### config.mk
export PLATFORM = sky130hd
export DESIGN_NAME = zip_central_directory_parser
export DESIGN_NICKNAME = d
export VERILOG_FILES = /design/src/sv/zcdp_pkg.sv /design/src/sv/zip_central_directory_parser.sv
export SDC_FILE = /design/constraint.sdc
export NUM_CORES = 1
export LEC_CHECK = 0
export CORE_MARGIN = 10
export CORE_UTILIZATION = 40
export CTS_BUF_LIST = sky130_fd_sc_hd__clkbuf_4 sky130_fd_sc_hd__clkbuf_8 sky130_fd_sc_hd__clkbuf_16
export DETAILED_ROUTE_END_ITERATION = 7
export DONT_BUFFER_PORTS = 1
export SLEW_MARGIN = 20
export SYNTH_ARGS = -nofsm -noshare
export SYNTH_HDL_FRONTEND = slang
export SYNTH_SLANG_ARGS = --single-unit
### constraint.sdc
create_clock -name clk_i -period 12 [get_ports clk_i]
set_input_delay 2.4 -clock clk_i [delete_from_list [all_inputs] [get_ports clk_i]]
set_output_delay 2.4 -clock clk_i [all_outputs]
set_load 0.1 [all_outputs]
### src/sv/zcdp_pkg.sv
// Shared types and constants of the ZIP central directory parser.
package zcdp_pkg;

  // Central directory file header signature, as read little-endian.
  localparam logic [31:0] CdSignature = 32'h0201_4B50;

  // Byte positions inside the 46-byte central directory header.
  localparam logic [5:0] PosSigEnd      = 6'd4;
  localparam logic [5:0] PosMethodLo    = 6'd10;
  localparam logic [5:0] PosMethodHi    = 6'd11;
  localparam logic [5:0] PosPackedLo    = 6'd20;
  localparam logic [5:0] PosPlainLo     = 6'd24;
  localparam logic [5:0] PosNameLenLo   = 6'd28;
  localparam logic [5:0] PosNameLenHi   = 6'd29;
  localparam logic [5:0] PosExtraLenLo  = 6'd30;
  localparam logic [5:0] PosExtraLenHi  = 6'd31;
  localparam logic [5:0] PosCommentLo   = 6'd32;
  localparam logic [5:0] PosCommentHi   = 6'd33;
  localparam logic [5:0] PosOffsetLo    = 6'd42;
  localparam logic [5:0] PosHeaderLast  = 6'd45;

  localparam logic [15:0] TallyMax = 16'hFFFF;

  // Parser phase, one-hot.
  typedef enum logic [3:0] {
    PhHeader = 4'b0001,
    PhName   = 4'b0010,
    PhSkip   = 4'b0100,
    PhStop   = 4'b1000
  } phase_e;

  // Kind of a result request.
  typedef enum logic [1:0] {
    KindNameByte = 2'd0,
    KindEntry    = 2'd1,
    KindReport   = 2'd2
  } kind_e;

  // Reason reported when the directory ends.
  typedef enum logic [1:0] {
    StopOutOfBytes = 2'd0,
    StopBadSig     = 2'd1,
    StopNameCut    = 2'd2
  } stop_e;

  // Pending result requests of one input byte; output order is name, entry, report.
  typedef struct packed {
    logic report;
    logic entry;
    logic name;
  } pending_t;

endpackage

### src/sv/zip_central_directory_parser.sv
// ZIP central directory parser: byte-wide parsing core with a result bundle register.
//
// The input channel carries one directory byte per request (data_byte_i) and
// final_byte_i on the last byte of the directory buffer. The output channel
// carries result requests: a name byte, an entry record after the last name
// byte (or on the last header byte when the name is empty), and an end of
// directory report on the final byte. Fields that do not belong to a
// request's kind are zero, and run_end_o marks the last request that a byte
// caused.
//
// Each accepted byte is parsed in the cycle it is taken; the up to three
// requests it causes are captured in a bundle register and show on the
// output from the next cycle, one per cycle while the receiver does not stall.
// A byte is taken while the bundle still holds its last request being
// delivered, so bytes that cause at most one request flow at one per cycle
// when unstalled; a byte with two or three requests holds input until all but
// its last are out. Stalls and the output request count are the only limits.
//
// Reset clears the parser to the header phase with no pending requests.
// While the receiver stalls, the current request holds and input stalls as
// soon as the bundle cannot be emptied in that cycle.
module zip_central_directory_parser (
  input  logic        clk_i,
  input  logic        rst_ni,
  input  logic        in_valid_i,
  output logic        in_stall_o,
  input  logic [7:0]  data_byte_i,
  input  logic        final_byte_i,
  output logic        out_valid_o,
  input  logic        out_stall_i,
  output logic [1:0]  kind_o,
  output logic [7:0]  name_char_o,
  output logic [15:0] method_o,
  output logic [31:0] packed_size_o,
  output logic [31:0] plain_size_o,
  output logic [31:0] header_offset_o,
  output logic [15:0] name_length_o,
  output logic [15:0] entries_found_o,
  output logic [1:0]  stop_status_o,
  output logic        run_end_o
);

  // Parser state.
  zcdp_pkg::phase_e phase_q, phase_d;
  logic [5:0]  pos_q, pos_d;
  logic [31:0] sig_q, sig_d;
  logic [15:0] method_q, method_d;
  logic [31:0] packed_q, packed_d;
  logic [31:0] plain_q, plain_d;
  logic [31:0] offset_q, offset_d;
  logic [15:0] fname_len_q, fname_len_d;
  logic [15:0] xtra_len_q, xtra_len_d;
  logic [15:0] note_len_q, note_len_d;
  logic [16:0] left_q, left_d;
  logic [15:0] tally_q, tally_d;
  logic [1:0]  reason_q, reason_d;

  // Result bundle of the most recent byte.
  zcdp_pkg::pending_t pend_q, pend_d, pend_after, pend_new;
  logic [7:0]  b_char_q, b_char_d;
  logic [15:0] b_method_q, b_method_d;
  logic [31:0] b_packed_q, b_packed_d;
  logic [31:0] b_plain_q, b_plain_d;
  logic [31:0] b_offset_q, b_offset_d;
  logic [15:0] b_fname_len_q, b_fname_len_d;
  logic [15:0] b_tally_q, b_tally_d;
  logic [1:0]  b_status_q, b_status_d;

  logic in_fire, out_fire;
  logic [2:0] pend_bits;
  logic emit;
  logic [1:0] off_lane;

  assign pend_bits = pend_q;
  assign out_valid_o = (pend_bits != 3'b000);
  assign out_fire = out_valid_o && !out_stall_i;

  // Offset 42 has low bits 2'b10, so the lane is the low bits minus two.
  assign off_lane = pos_q[1:0] - 2'd2;

  // Drop the request being delivered this cycle, lowest pending first.
  always_comb begin
    pend_after = pend_q;
    if (out_fire) begin
      if (pend_q.name) begin
        pend_after.name = 1'b0;
      end else if (pend_q.entry) begin
        pend_after.entry = 1'b0;
      end else begin
        pend_after.report = 1'b0;
      end
    end
  end

  assign in_stall_o = (pend_after != 3'b000);
  assign in_fire = in_valid_i && !in_stall_o;

  // Parse one byte: field capture, counters, and the requests it causes.
  always_comb begin
    phase_d     = phase_q;
    pos_d       = pos_q;
    sig_d       = sig_q;
    method_d    = method_q;
    packed_d    = packed_q;
    plain_d     = plain_q;
    offset_d    = offset_q;
    fname_len_d = fname_len_q;
    xtra_len_d  = xtra_len_q;
    note_len_d  = note_len_q;
    left_d      = left_q;
    tally_d     = tally_q;
    reason_d    = reason_q;
    pend_new    = '0;
    emit        = 1'b0;
    b_char_d    = data_byte_i;
    b_status_d  = zcdp_pkg::StopOutOfBytes;

    unique case (phase_q)
      zcdp_pkg::PhHeader: begin
        if (pos_q < zcdp_pkg::PosSigEnd) begin
          sig_d = {data_byte_i, sig_q[31:8]};
        end
        if (pos_q == zcdp_pkg::PosMethodLo) method_d[7:0]  = data_byte_i;
        if (pos_q == zcdp_pkg::PosMethodHi) method_d[15:8] = data_byte_i;
        // Four-byte fields take the byte in the lane given by the low position bits.
        if (pos_q >= zcdp_pkg::PosPackedLo && pos_q < zcdp_pkg::PosPlainLo) begin
          packed_d[8*(pos_q[1:0]) +: 8] = data_byte_i;
        end
        if (pos_q >= zcdp_pkg::PosPlainLo && pos_q < zcdp_pkg::PosNameLenLo) begin
          plain_d[8*(pos_q[1:0]) +: 8] = data_byte_i;
        end
        if (pos_q == zcdp_pkg::PosNameLenLo)  fname_len_d[7:0]  = data_byte_i;
        if (pos_q == zcdp_pkg::PosNameLenHi)  fname_len_d[15:8] = data_byte_i;
        if (pos_q == zcdp_pkg::PosExtraLenLo) xtra_len_d[7:0]   = data_byte_i;
        if (pos_q == zcdp_pkg::PosExtraLenHi) xtra_len_d[15:8]  = data_byte_i;
        if (pos_q == zcdp_pkg::PosCommentLo)  note_len_d[7:0]   = data_byte_i;
        if (pos_q == zcdp_pkg::PosCommentHi)  note_len_d[15:8]  = data_byte_i;
        if (pos_q >= zcdp_pkg::PosOffsetLo) begin
          offset_d[8*off_lane +: 8] = data_byte_i;
        end

        if (pos_q >= zcdp_pkg::PosHeaderLast) begin
          pos_d = '0;
          if (sig_d != zcdp_pkg::CdSignature) begin
            phase_d  = zcdp_pkg::PhStop;
            reason_d = zcdp_pkg::StopBadSig;
          end else if (fname_len_d == 16'd0) begin
            emit = 1'b1;
          end else begin
            left_d  = {1'b0, fname_len_d};
            phase_d = zcdp_pkg::PhName;
          end
        end else begin
          pos_d = pos_q + 6'd1;
        end
      end
      zcdp_pkg::PhName: begin
        pend_new.name = 1'b1;
        left_d = left_q - 17'd1;
        if (left_d == 17'd0) begin
          emit = 1'b1;
        end
      end
      zcdp_pkg::PhSkip: begin
        left_d = left_q - 17'd1;
        if (left_d == 17'd0) begin
          phase_d = zcdp_pkg::PhHeader;
        end
      end
      zcdp_pkg::PhStop: begin
      end
      default: begin
      end
    endcase

    // Entry record, then skip the extra and comment bytes.
    if (emit) begin
      pend_new.entry = 1'b1;
      if (tally_q != zcdp_pkg::TallyMax) begin
        tally_d = tally_q + 16'd1;
      end
      left_d  = {1'b0, xtra_len_d} + {1'b0, note_len_d};
      phase_d = (left_d == 17'd0) ? zcdp_pkg::PhHeader : zcdp_pkg::PhSkip;
    end

    b_method_d    = method_d;
    b_packed_d    = packed_d;
    b_plain_d     = plain_d;
    b_offset_d    = offset_d;
    b_fname_len_d = fname_len_d;
    b_tally_d     = tally_d;

    // End of the directory: report, then back to the reset state.
    if (final_byte_i) begin
      pend_new.report = 1'b1;
      if (phase_d == zcdp_pkg::PhStop) begin
        b_status_d = reason_d;
      end else if (phase_d == zcdp_pkg::PhName) begin
        b_status_d = zcdp_pkg::StopNameCut;
      end else begin
        b_status_d = zcdp_pkg::StopOutOfBytes;
      end
      phase_d     = zcdp_pkg::PhHeader;
      pos_d       = '0;
      sig_d       = '0;
      method_d    = '0;
      packed_d    = '0;
      plain_d     = '0;
      offset_d    = '0;
      fname_len_d = '0;
      xtra_len_d  = '0;
      note_len_d  = '0;
      left_d      = '0;
      tally_d     = '0;
      reason_d    = '0;
    end

    pend_d = in_fire ? pend_new : pend_after;
  end

  always_ff @(posedge clk_i or negedge rst_ni) begin
    if (!rst_ni) begin
      phase_q     <= zcdp_pkg::PhHeader;
      pos_q       <= '0;
      sig_q       <= '0;
      method_q    <= '0;
      packed_q    <= '0;
      plain_q     <= '0;
      offset_q    <= '0;
      fname_len_q <= '0;
      xtra_len_q  <= '0;
      note_len_q  <= '0;
      left_q      <= '0;
      tally_q     <= '0;
      reason_q    <= '0;
      pend_q      <= '0;
    end else begin
      pend_q <= pend_d;
      if (in_fire) begin
        phase_q     <= phase_d;
        pos_q       <= pos_d;
        sig_q       <= sig_d;
        method_q    <= method_d;
        packed_q    <= packed_d;
        plain_q     <= plain_d;
        offset_q    <= offset_d;
        fname_len_q <= fname_len_d;
        xtra_len_q  <= xtra_len_d;
        note_len_q  <= note_len_d;
        left_q      <= left_d;
        tally_q     <= tally_d;
        reason_q    <= reason_d;
      end
    end
  end

  // Bundle payload needs no reset; it is only read while a request is pending.
  always_ff @(posedge clk_i) begin
    if (in_fire) begin
      b_char_q      <= b_char_d;
      b_method_q    <= b_method_d;
      b_packed_q    <= b_packed_d;
      b_plain_q     <= b_plain_d;
      b_offset_q    <= b_offset_d;
      b_fname_len_q <= b_fname_len_d;
      b_tally_q     <= b_tally_d;
      b_status_q    <= b_status_d;
    end
  end

  // Present the lowest pending request; other kinds' fields read as zero.
  always_comb begin
    kind_o          = zcdp_pkg::KindReport;
    name_char_o     = '0;
    method_o        = '0;
    packed_size_o   = '0;
    plain_size_o    = '0;
    header_offset_o = '0;
    name_length_o   = '0;
    entries_found_o = '0;
    stop_status_o   = '0;
    if (pend_q.name) begin
      kind_o      = zcdp_pkg::KindNameByte;
      name_char_o = b_char_q;
    end else if (pend_q.entry) begin
      kind_o          = zcdp_pkg::KindEntry;
      method_o        = b_method_q;
      packed_size_o   = b_packed_q;
      plain_size_o    = b_plain_q;
      header_offset_o = b_offset_q;
      name_length_o   = b_fname_len_q;
    end else begin
      entries_found_o = b_tally_q;
      stop_status_o   = b_status_q;
    end
  end

  // The last request of a byte is the one with no other request behind it.
  assign run_end_o = $onehot(pend_bits);

endmodule
==> Yosys cells after proc, flatten, opt, wreduce, memory -nomap -nowiden <==
Index checks and enable logic that the tools add are counted.
{ "totals": {"register_bits": 394, "n_memories": 0, "mem_bits_ro": 0, "input_bits": 13, "ram_bits": 0, "latchBits": 0, "out_inout_bits": 159} }
{ "classes": {"div": 0, "eq_ne": 19, "n_lt_le_gt_ge": 7, "n_shift": 4, "n_mux": 89, "addsub": 9, "n_bitwise": 0, "n_reduce_logical": 16, "multipliers": 0} }
{ "op_table": {"columns": ["cell", "n"], "rows": [
  ["$mux 32", 19],
  ["$mux 16", 17],
  ["$bwmux 32", 3],
  ["$mux 8", 11],
  ["$mux 17", 5],
  ["$neg 5->34", 2],
  ["$shift 8x34->32 const A", 2],
  ["$shiftx 8x34->32", 2],
  ["$logic_not 17->1", 2],
  ["$pmux 17 s2", 1],
  ["$ne 32x26->1 const B", 1],
  ["$eq 6x5->1 const B", 4],
  ["$mux 4", 6],
  ["$mux 2", 11],
  ["$mux 6", 3],
  ["$add 16x16->17", 1],
  ["$sub 17x1->17 const B", 1],
  ["$add 16x1->16 const B", 1],
  ["$logic_not 16->1", 1],
  ["$ne 16x16->1 const B", 1],
  ["$eq 6x4->1 const B", 2],
  ["$eq 6x6->1 const B", 2],
  ["$ge 6x5->1 const B", 2],
  ["$ge 6x6->1 const B", 2],
  ["other kinds (24)", 42]
]} }

==> Logic depth before layout (Yosys ltp) <==
Gate-level depths: netlist (run 1).
{ "logic_depth": {"depth_word": 12, "mapped_depth": 19} }

==> Least setup slack after synthesis (run 1) <==
Ideal clock, no wire load.
{ "synth_timing": {"path_kind": "input to register", "startpoint": "input port out_stall_i", "endpoint": "register b_char_q[0] (enable)", "path_stages": 7, "t_required_ns": 11.422, "t_arrival_ns": 7.900, "path_slack_ns": 3.523, "path_cell_list": "maj3_1 o21ai_0 nand2_1 clkbuf_1 inv_1 clkbuf_1 buf_1"} }
{ "synth_via": {"elab_chain_cells": 6} }
{ "synth_rtl": {"columns": ["element", "line_no", "text"], "rows": [
  ["start, declared", "zip_central_directory_parser.sv:30", "input logic out_stall_i,"],
  ["$logic_not 1->1", "zip_central_directory_parser.sv:76", "assign out_fire = out_valid_o && !out_stall_i;"],
  ["$logic_and 1x1->1", "zip_central_directory_parser.sv:76", null],
  ["$mux 3", "zip_central_directory_parser.sv:84", "if (out_fire) begin"],
  ["$reduce_bool 3->1", "zip_central_directory_parser.sv:95", "assign in_stall_o = (pend_after != 3'b000);"],
  ["$logic_not 1->1", "zip_central_directory_parser.sv:96", "assign in_fire = in_valid_i && !in_stall_o;"],
  ["$logic_and 1x1->1", "zip_central_directory_parser.sv:96", null],
  ["named net in_fire", "zip_central_directory_parser.sv:69", "logic in_fire, out_fire;"],
  ["end signal, assigned", "zip_central_directory_parser.sv:260", "b_char_q <= b_char_d;"],
  ["end, declared", "zip_central_directory_parser.sv:60", "logic [7:0] b_char_q, b_char_d;"]
]} }
The timed path passes the listed nets, and every way through them passes these cells.
A chain may end at the register's enable or synchronous reset.

==> Worst setup path after layout (run 1) <==
{ "layout_timing": {"startpoint": "register pend_q (netlist bit pend_bits[0])", "endpoint": "output port name_length_o[7]"} }
{ "layout_via": {"elab_chain_cells": 1} }
{ "layout_rtl": {"columns": ["element", "line_no", "text"], "rows": [
  ["start, declared", "zip_central_directory_parser.sv:59", "zcdp_pkg::pending_t pend_q, pend_d, pend_after, pend_new;"],
  ["start signal, assigned", "zip_central_directory_parser.sv:238", "pend_q <= pend_d;"],
  ["$mux 16", "zip_central_directory_parser.sv:282", "if (pend_q.name) begin"],
  ["end, declared", "zip_central_directory_parser.sv:37", "output logic [15:0] name_length_o,"]
]} }
Every way passes these cells.

==> results.md, run 1 <==
- For this design the static power due to leakage is between 9 and 10 nW.
- The total internal power is between 2 and 2.5 mW.
- The area of the multi-input gates is approximately 8300 µm².
- After detailed routing, the number of remaining DRC violations is 0.
- The count of endpoints failing hold in the final timing report was 0.
- The reg2reg setup slack is 6370 ps.
- The library cells used most frequently in the layout, excluding fill and tap cells, are 239 x dfrtp_1, 181 x and2_1, 178 x a22o_1.
- For this run, the top clock speed supported by timing is between 0.15 and 0.2 GHz.
- The first global-routing pass estimated approximately 80 mm of wire.
- The die is between 200 and 250 µm tall.
- Measured against its own limit, the worst slew margin works out to approximately 28%.
- The number of antenna violations at the first check in global routing was 1.
- The synthesized netlist occupies a cell area of 19,300 µm².
- Traced cell by cell, the critical path runs through nor2b_4 > buf_4 > and2_1.
- The via-per-instance ratio is slightly below 6.
- STA classifies the critical path startpoint as a flop.
- The critical path depth in cells is 3.
- At the worst endpoint, the required time is about 9600 ps.
- Synthesis produced a netlist with a net count of between 1,500 and 2,000.
- For the pin with the worst max-slew slack, the measured transition is between 1000 and 1500 ps.
- The total setup buffers inserted after CTS is 0.
- Once layout is complete, the cells apart from fillers number 2,261.
- Setup repair after global routing left no endpoint under its margin.
- The worst vdd rail ir drop is 0.0882 mV.
- The die covers 57,500 µm².
- Summed over all nets, the switching power comes to around 0.75 mW.
- The number of DRC violations after detailed-routing iteration 0 is 1,180.
- The global placement routability congestion is roughly 0.91.
- The worst slack at placement is 5430 ps.
- After Yosys synthesis, XOR and XNOR cells account for 1.68% of the synthesized area.
- The floorplan step defined a core boundary enclosing 47,700 µm².
- The worst hold slack across all endpoints is slightly below 500 ps.
- The post-synthesis sequential area ratio is between 50 and 60%.
- The clock network accounts for 46.1% of the total power.
- The worst-skew pair later-pin latency is a little under 600 ps.
- The fill cell total of the finished layout is around 4,400.
- Synthesis produced between 1,500 and 2,000 cells.
- The distinct cell type count after synthesis is 70.
- The maximum fanout along the worst path is about 120.
- The net count of the finished layout is 1,651.
- The number of cells in the design after placement is approximately 2,200.
- The leading cell type in the layout, fill and taps excluded is dfrtp_1.
- The combinational share of power is under 10%.
- The final-report max-slew violation count was 0.
- Global routing finished with a remaining overflow of 0.
- The largest single stage delay on the critical path is 910 ps.
- The floorplan has 80 rows.
- Across the routed clock network, the largest skew measured is between 20 and 25 ps.
- The final standard cell utilization of the core is 44.6%.
- The tree is rooted in a clkbuf_16.
- The total buffers and inverters traversed by the critical path is 1.
- The total wire length after detailed routing is just over 50 mm.
- The number of iterations in the first detailed-routing pass is 5.
- During placement, the flow inserted port buffers numbering 0.
- The number of synthesized flops with an enable pin is 154.
- Per report_power, the sequential group accounts for 47.6% of the total.
- The area used by sequential logic in the layout is approximately 11,000 µm².
- For the worst setup path, the data arrival time is roughly 3900 ps.
- The mux cell area share after synthesis is 8.57%.
- Clock tree synthesis inserted a total of between 40 and 50 buffers.
- In this run the mean area of a mapped cell was approximately 12 µm².
- STA classifies the critical path endpoint as an output pin.
- In this run switching power makes up roughly 24% of total power.
- The share of the synthesized area in compound gates (AO/OA/AOI/OAI) is 15.7%.
- The wire-length estimate of the detail-placed layout is around 33 mm.
- The clock-pin transition on the worst setup and hold timing paths is about 60 ps.
- The clock tree buffer depth is 3.
- The depth of the CTS H-tree is 2.
- The flow ran to the end, and the final reports show no timing, DRC or antenna violations.
- After synthesis, the largest family of logic cells by area is compound AO/OA/AOI/OAI gates.
- The share of the clock period used by the worst path after layout is a little over half.
- The worst setup path is of the reg -> out kind.
- The number of maximum-capacitance constraint violations is 0.
- The effective utilization at floorplan is between 40 and 50%.
- From left edge to right edge, the die measures roughly 240 µm.
- Gates resized during post-CTS repair numbered 0.
- Subtracting the final worst setup slack from the clock period gives roughly 6300 ps.
- The number of stages on the worst hold path is 2.
- After layout, the worst setup slack is 5740 ps.
- TritonCTS built the clock tree.
- Among all stages on the critical path, the largest delay is contributed by and2_1.
- The final standard cell area without fillers is ~21,000 µm².
- From synthesis to final layout, the design area changed by 10.3%.
- In this run, post-CTS hold repair placed 0 buffers.
- The share of async-settable or async-resettable flops after synthesis is between 60% and 70%.
- The final antenna-violating net count is 0.
- Among cell families on the critical path, the largest total delay comes from simple AND/OR/NAND/NOR gates.
- The final count of negative-setup-slack endpoints is 0.
- CTS saw between 300 and 400 sinks.
- The adder-cell share of the synthesized area is about 1.8%.
- Synthesis inferred between 300 and 400 register bits.
- The overall power of the completed layout is ~3.1 mW.
- The cell area reported after detailed placement is 19,800 µm².
- The worst hold path class is reg -> reg.
- The most used flip-flop cell after synthesis is dfrtp_1.
- For the worst flop-to-flop path, the logic depth is 16.
- The final antenna diode count is 0.
- After routing, the total negative slack on setup checks comes to 0 ps.
- The average wire length per cell after detail routing is 22.9 µm.
- The share of final-layout standard cells stronger than drive strength 1 is roughly 15%.
- The global-route usage over all layers is between 10% and 20%.
- The synthesized netlist devotes ~15% of its cell area to simple gates.
- The number of global-route vias before repair is around 13,000.
- Dividing total power by cell area gives a power density of between 100 and 150 nW/µm².
- The maximum number of pins on one net before global-route repair is 241.
- The total via count in the routed design is between 10,000 and 15,000.
- The synthesis warning total is 0.
- Pin placement for this block handled between 150 and 200 I/O pins.
## path summary, 6_finish.rpt
check,start,end
setup / recovery,pend_bits[0],name_length_o[7]
hold / removal,xtra_len_q[1],xtra_len_q[1]
setup reg to reg,pos_q[0],phase_q[0]
hold reg to reg,xtra_len_q[1],xtra_len_q[1]
max in group asynchronous,rst_ni,left_q[12]
min in group asynchronous,rst_ni,tally_q[6]
## registers in the layout, indices dropped and copies added (netlist names), 3 cells and up
name and flops:
packed_q 32, note_len_q 16, xtra_len_q 16, offset_q 32, b_packed_q 32, tally_q 16, b_fname_len_q 16, pos_q 6
b_offset_q 32, b_char_q 8, sig_q 32, b_plain_q 32, plain_q 32, method_q 16, phase_q 4, pend_bits 3
b_tally_q 16, left_q 17, fname_len_q 16, b_method_q 16
## synth_stat cells, drive strengths merged, types with 3 or more instances
cell type  number  area (µm²)
dfrtp         239        5980
and2          181        1130
a22o          178        1560
edfxtp        154        4620
nand2         149         559
mux2          131        1480
clkbuf        107         402
o21ai          71         355
nor2           62         233
a21oi          49         245
o31ai          36         270
ha             24         300
xnor2          24         210
nand3          23         115
nor3           22         120
mux2i          18         180
inv            17        63.8
o2bb2ai        14         123
a31oi          13        81.3
xor2           13         114
nand4          12        75.1
and3           11        68.8
buf            11        55.0
nor4           11        93.8
nand2b         10        62.6
nor2b           9        56.3
nor4b           9        78.8
or4             8        60.1
a21o            7        52.6
or3             7        43.8
a211oi          5        42.5
o21a            5        37.5
o211a           3        30.0
o211ai          3        22.5
o32ai           3        33.8
or2             3        18.8
## power by group through the flow
stage | logic [mW] | registers, mW | clock network [mW]
after global placement | 0.192 | 1.50 | 0
after global routing | 0.211 | 1.48 | 1.51
final | 0.196 | 1.47 | 1.43
after detailed placement | 0.195 | 1.50 | 0
after CTS | 0.196 | 1.47 | 1.46
after floorplan | 0.154 | 1.49 | 0
## cells by family after synthesis
group / count (synthesis)
xor gates and xnor gates: 37
muxes: 149
and+or+nand+nor: 527
AOI/OAI and AO/OA: 407
DFF: 394
adders and majority gates: 27
buffers and inverters: 136
## area by class of cell
class	count	area share, %
sequential	394	49.9
clock buffer	54	5.63
timing repair buffer	9	0.317
tap	615	3.61
multi-input combinational	1147	38.7
clock inverter	24	1.52
inverter	18	0.340
## per-layer routing
layer / share of wire [%] / wire (µm) / global-route usage (%)
met5: 0 / 0 / 0
met4: 2.5 / 1310 / 5.11
met3: 6.6 / 3430 / 4.07
met2: 46 / 24100 / 27.8
met1: 44 / 23100 / 24.4
## worst min-delay path, stage by stage, from the launching register on
cell	delay, ps
dfrtp_1	340
nand2_1	40
o21ai_0	60
No activity file was read; power rests on OpenSTA's default activity.
==> run 2: changes to the inputs <==
ABC_AREA = 1   (was default)
clock period = 5.87 ns   (was 12 ns; I/O delays follow)
==> run 2 against run 1 <==
  * Count of clock-buffer cells in the layout down 1
  * Area after synthesis up 10%
  * Synthesized cell count up 64%
  * Via count up 36%
  * Die area up 9.4%
  * Utilization up 0.47 points
  * Total power up 130%
  * Critical path type is now reg -> reg
  * Critical endpoint is now b_status_q[0]
==> results.md, run 2 <==
- Routability-driven placement finished with a final weighted congestion of approximately 0.91.
- For this run, the leading register cell type out of synthesis is dfrtp_1.
- The setup total negative slack is 0 ps.
- Internal power comes to approximately 5 mW.
- The later pin in the worst-skew pair is clocked with a latency of between 500 and 600 ps.
- The number of DRC violations after detailed-routing iteration 0 is 1,689.
- The first global-routing pass estimated 98.9 mm of wire.
- The number of antenna diodes in the final layout is 0.
- The total overflow reported by the global router is 0.
- The total I/O pin count is about 170.
- Traced cell by cell, the critical path runs through inv_1 > ha_1 > inv_1 > nor2_1 > nand2_1 > o21ai_0 > inv_1 > ha_1 > inv_1 > fa_1 > nand3b_1 > nand2_1 > nand2_1 > nand2_1 > nand2_1 > nand2_1 > nand2_1 > nand2_1 > nand2_1 > nor2_1 > nand4_1 > nand2_1 > nand3_1 > nor2_1.
- The number of iterations in the first detailed-routing pass is 6.
- Entering global routing, the biggest net connects approximately 240 pins.
- In the final routed layout, each cell accounts on average for around 18 µm.
- The switching portion of total power is ~30%.
- The count of endpoints failing hold in the final timing report is 0.
- The worst vdd rail ir drop is between 0.2 and 0.25 mV.
- Among all cell types in the netlist, the one instantiated most often is nand2_1.
- The synthesized area is 21,300 µm².
- The core region is 52,700 µm².
- Clock-pin slew was measured on the worst setup and hold paths at roughly 60 ps.
- The post-route DRC violation count is 0.
- Setup repair after global routing left no endpoint under its margin.
- Ranked by instance count, the synthesized netlist is headed by 835 x nand2_1, 351 x inv_1, 317 x nor2_1, 245 x o21ai_0, 239 x dfrtp_1.
- CTS built an H-tree with a depth of 2.
- Setup violations remaining at the end of the flow were counted as 0.
- The tree is rooted in a clkbuf_16.
- At the pin with the least slew margin, the transition time is 1160 ps.
- The kind of critical path is reg -> reg.
- The total buffers and inverters traversed by the critical path is 4.
- The share of final-layout standard cells stronger than drive strength 1 is between 10% and 20%.
- The number of antenna violations at the first check in global routing came to 0.
- The clock buffer count from CTS is 45.
- The count of hold-fix buffers inserted at cts is 0.
- The required time of the critical path is approximately 6300 ps.
- The worst setup path is launched from a flop.
- For this design the ratio of total power to cell area is 299 nW/µm².
- The combinational share of power is between 10% and 20%.
- The wire-length estimate of the detail-placed layout is ~43 mm.
- The total setup buffers inserted after CTS is 0.
- After synthesis, the largest area contributor takes up approximately 28% of total cell area.
- The clock group share of total power is approximately 42%.
- The share of the clock period used by the worst path after layout is 81.3%.
- The delay contributed by the slowest stage of the critical path is about 660 ps.
- The synthesized netlist cell count is 2,758.
- Yosys mapped the design onto 45 distinct sky130hd cell types.
- The clock period minus final worst setup slack is 4770 ps.
- The slowest stage of the critical path is the dfrtp_1 cell.
- The clock tree buffer depth is 3.
- The tool flagged a number of max-cap violations equal to 0.
- The worst hold path class is in -> async.
- For this design, the sink count on the clock tree is around 390.
- The share of total power in sequential cells is 42.8%.
- The nature of the critical path endpoint is a flop.
- The CTS tree is done.
- The average instance area after synthesis is between 7 and 8 µm².
- Clock skew on the completed layout was measured at about 30 ps.
- The fill cell total of the finished layout is just over 5,000.
- In this run the tool buffered the top-level ports with 0 buffer cells.
- In the final design database the tool counted 2,727 nets.
- The synthesis warning total is 0.
- Based on the critical path, the design can be clocked at up to 0.210 GHz.
- Broken down by cell family, the worst path's largest delay share belongs to simple AND/OR/NAND/NOR gates.
- The initialized floorplan defines 84 standard-cell rows.
- The post-synthesis sequential area ratio is approximately 50%.
- The maximum fanout along the worst path is 16.
- Global routing used around 19% of the available tracks.
- The flow ran to the end, and the final reports show no timing, DRC or antenna violations.
- Synthesis produced a netlist with a net count of between 2,000 and 3,000.
- The effective utilization at floorplan is 40.5%.
- Summed over all nets, the switching power comes to roughly 2.1 mW.
- The most prevalent standard cell on the critical path is nand2_1.
- In the routed layout, each cell is associated on average with a via count of ~5.3.
- In the layout the commonest cells are 834 x nand2_1, 349 x inv_1, 245 x o21ai_0.
- The worst path arrival time is between 5000 and 6000 ps.
- Summing over every cut layer, the via total after detailed routing is about 18,000.
- The height of the chip is about 250 µm.
- The post-cts sizing count is 0.
- Setup slack on the critical path of the routed design comes to between 1000 and 1500 ps.
- The number of synthesized flops with an enable pin is roughly 150.
- Summed over all cells, the static leakage comes to about 11 nW.
- In this run the remaining antenna-violating nets after routing total 0.
- The worst slack at placement is 1220 ps.
- Of all flip-flops after synthesis, the portion carrying an async set or reset was 60.9%.
- The final-report max-slew violation count is 0.
- Summed over all instances, the cell type with the most area after synthesis is dfrtp_1.
- By area the synthesized netlist is led by dfrtp_1 28%, edfxtp_1 22%, nand2_1 15%, inv_1 6.2%, o21ai_0 5.8%.
- The final standard cell utilization of the core is approximately 45%.
- The remaining max-slew budget at the tightest pin is around 22%.
- The relative area change from synthesis to final layout is 11.5%.
- The total wire length after detailed routing is 63.0 mm.
- Measured along the x axis, the die boundary spans 251 µm.
- Leaving out fill and tap cells, the most frequent cell in the layout is nand2_1.
- The die covers 62,900 µm².
- Synthesis inferred between 300 and 400 register bits.
- The number of global-route vias before repair was 17,100.
[run 2: changes by cell type in the layout (fill, tap and decap cells not counted), moves of 23 or more]
cell     previous run  this run
nor2_2              0       150
nand2_1           148       834
o22ai_1             2        33
a22o_1            178        35
nor2_1             60       166
nand3_1            23       148
o21ai_0            67       245
o32ai_1             2        25
mux2_2            131         0
and2_1            181         4
inv_1              16       349
[run 2: power by group through the flow]
stage	combinational [mW]	clock (mW)	sequential [mW]
global placement	1.04	0	3.09
CTS	1.04	3.06	3.04
detailed placement	1.04	0	3.09
global route	1.16	3.18	3.05
floorplan	0.771	0	3.07
finish	1.05	3.01	3.04
[run 2: routing by layer]
metal  share of wire [%]  GRT usage [%]  vias up
met5                   0              0        -
met1                  43           25.2     8641
met4                 2.3           5.40        0
li1                    -              -     8801
met2                  48           32.3      535
met3                 6.8           3.83       79
[run 2: final timing paths]
path	from	endpoint	slack, ps	depth (start not counted)
min	rst_ni	tally_q[1]	300	0
min in group clk_i	note_len_q[13]	note_len_q[13]	480	2
max reg2reg	pos_q[0]	b_status_q[0]	1100	24
max	pos_q[0]	b_status_q[0]	1100	24
max in group asynchronous	rst_ni	plain_q[19]	5110	0
min reg2reg	note_len_q[13]	note_len_q[13]	480	2
[run 2: cells by family (layout without fill, tap and decap cells)]
| kind of cell | after synthesis | count (layout) | share of synthesized area, % |
|---|---|---|---|
| buf+inv | 494 | 461 | 8.99 |
| simple gates | 1385 | 1385 | 26.6 |
| compound gates | 448 | 448 | 12.5 |
| flops | 394 | 394 | 49.9 |
| xor+xnor | 11 | 11 | 0.452 |
| fa+ha+maj | 26 | 26 | 1.60 |
[run 2: layout make-up]
class / count / area (µm²) / share of cell area (%)
clock buffer: 53 / 1220 / 5.12
clock inverter: 31 / 378 / 1.59
inverter: 357 / 1350 / 5.67
multi-input combinational: 1870 / 9150 / 38.5
sequential: 394 / 10600 / 44.8
tap: 688 / 861 / 3.62
timing repair buffer: 20 / 163 / 0.685
[run 2: through the flow]
| step | hold WS [ps] | total power [mW] | instance area (µm²) | cells |
|---|---|---|---|---|
| finish | 295 | 7.10 | 23800 | 3413 |
| global route | 270 | 7.38 | 23800 | 3413 |
| CTS | 268 | 7.14 | 23800 | 3413 |
| detailed placement | 468 | 4.13 | 22200 | 3329 |
| global placement | 461 | 4.13 | 22200 | 3329 |
| floorplan | 448 | 3.84 | 21300 | 2758 |
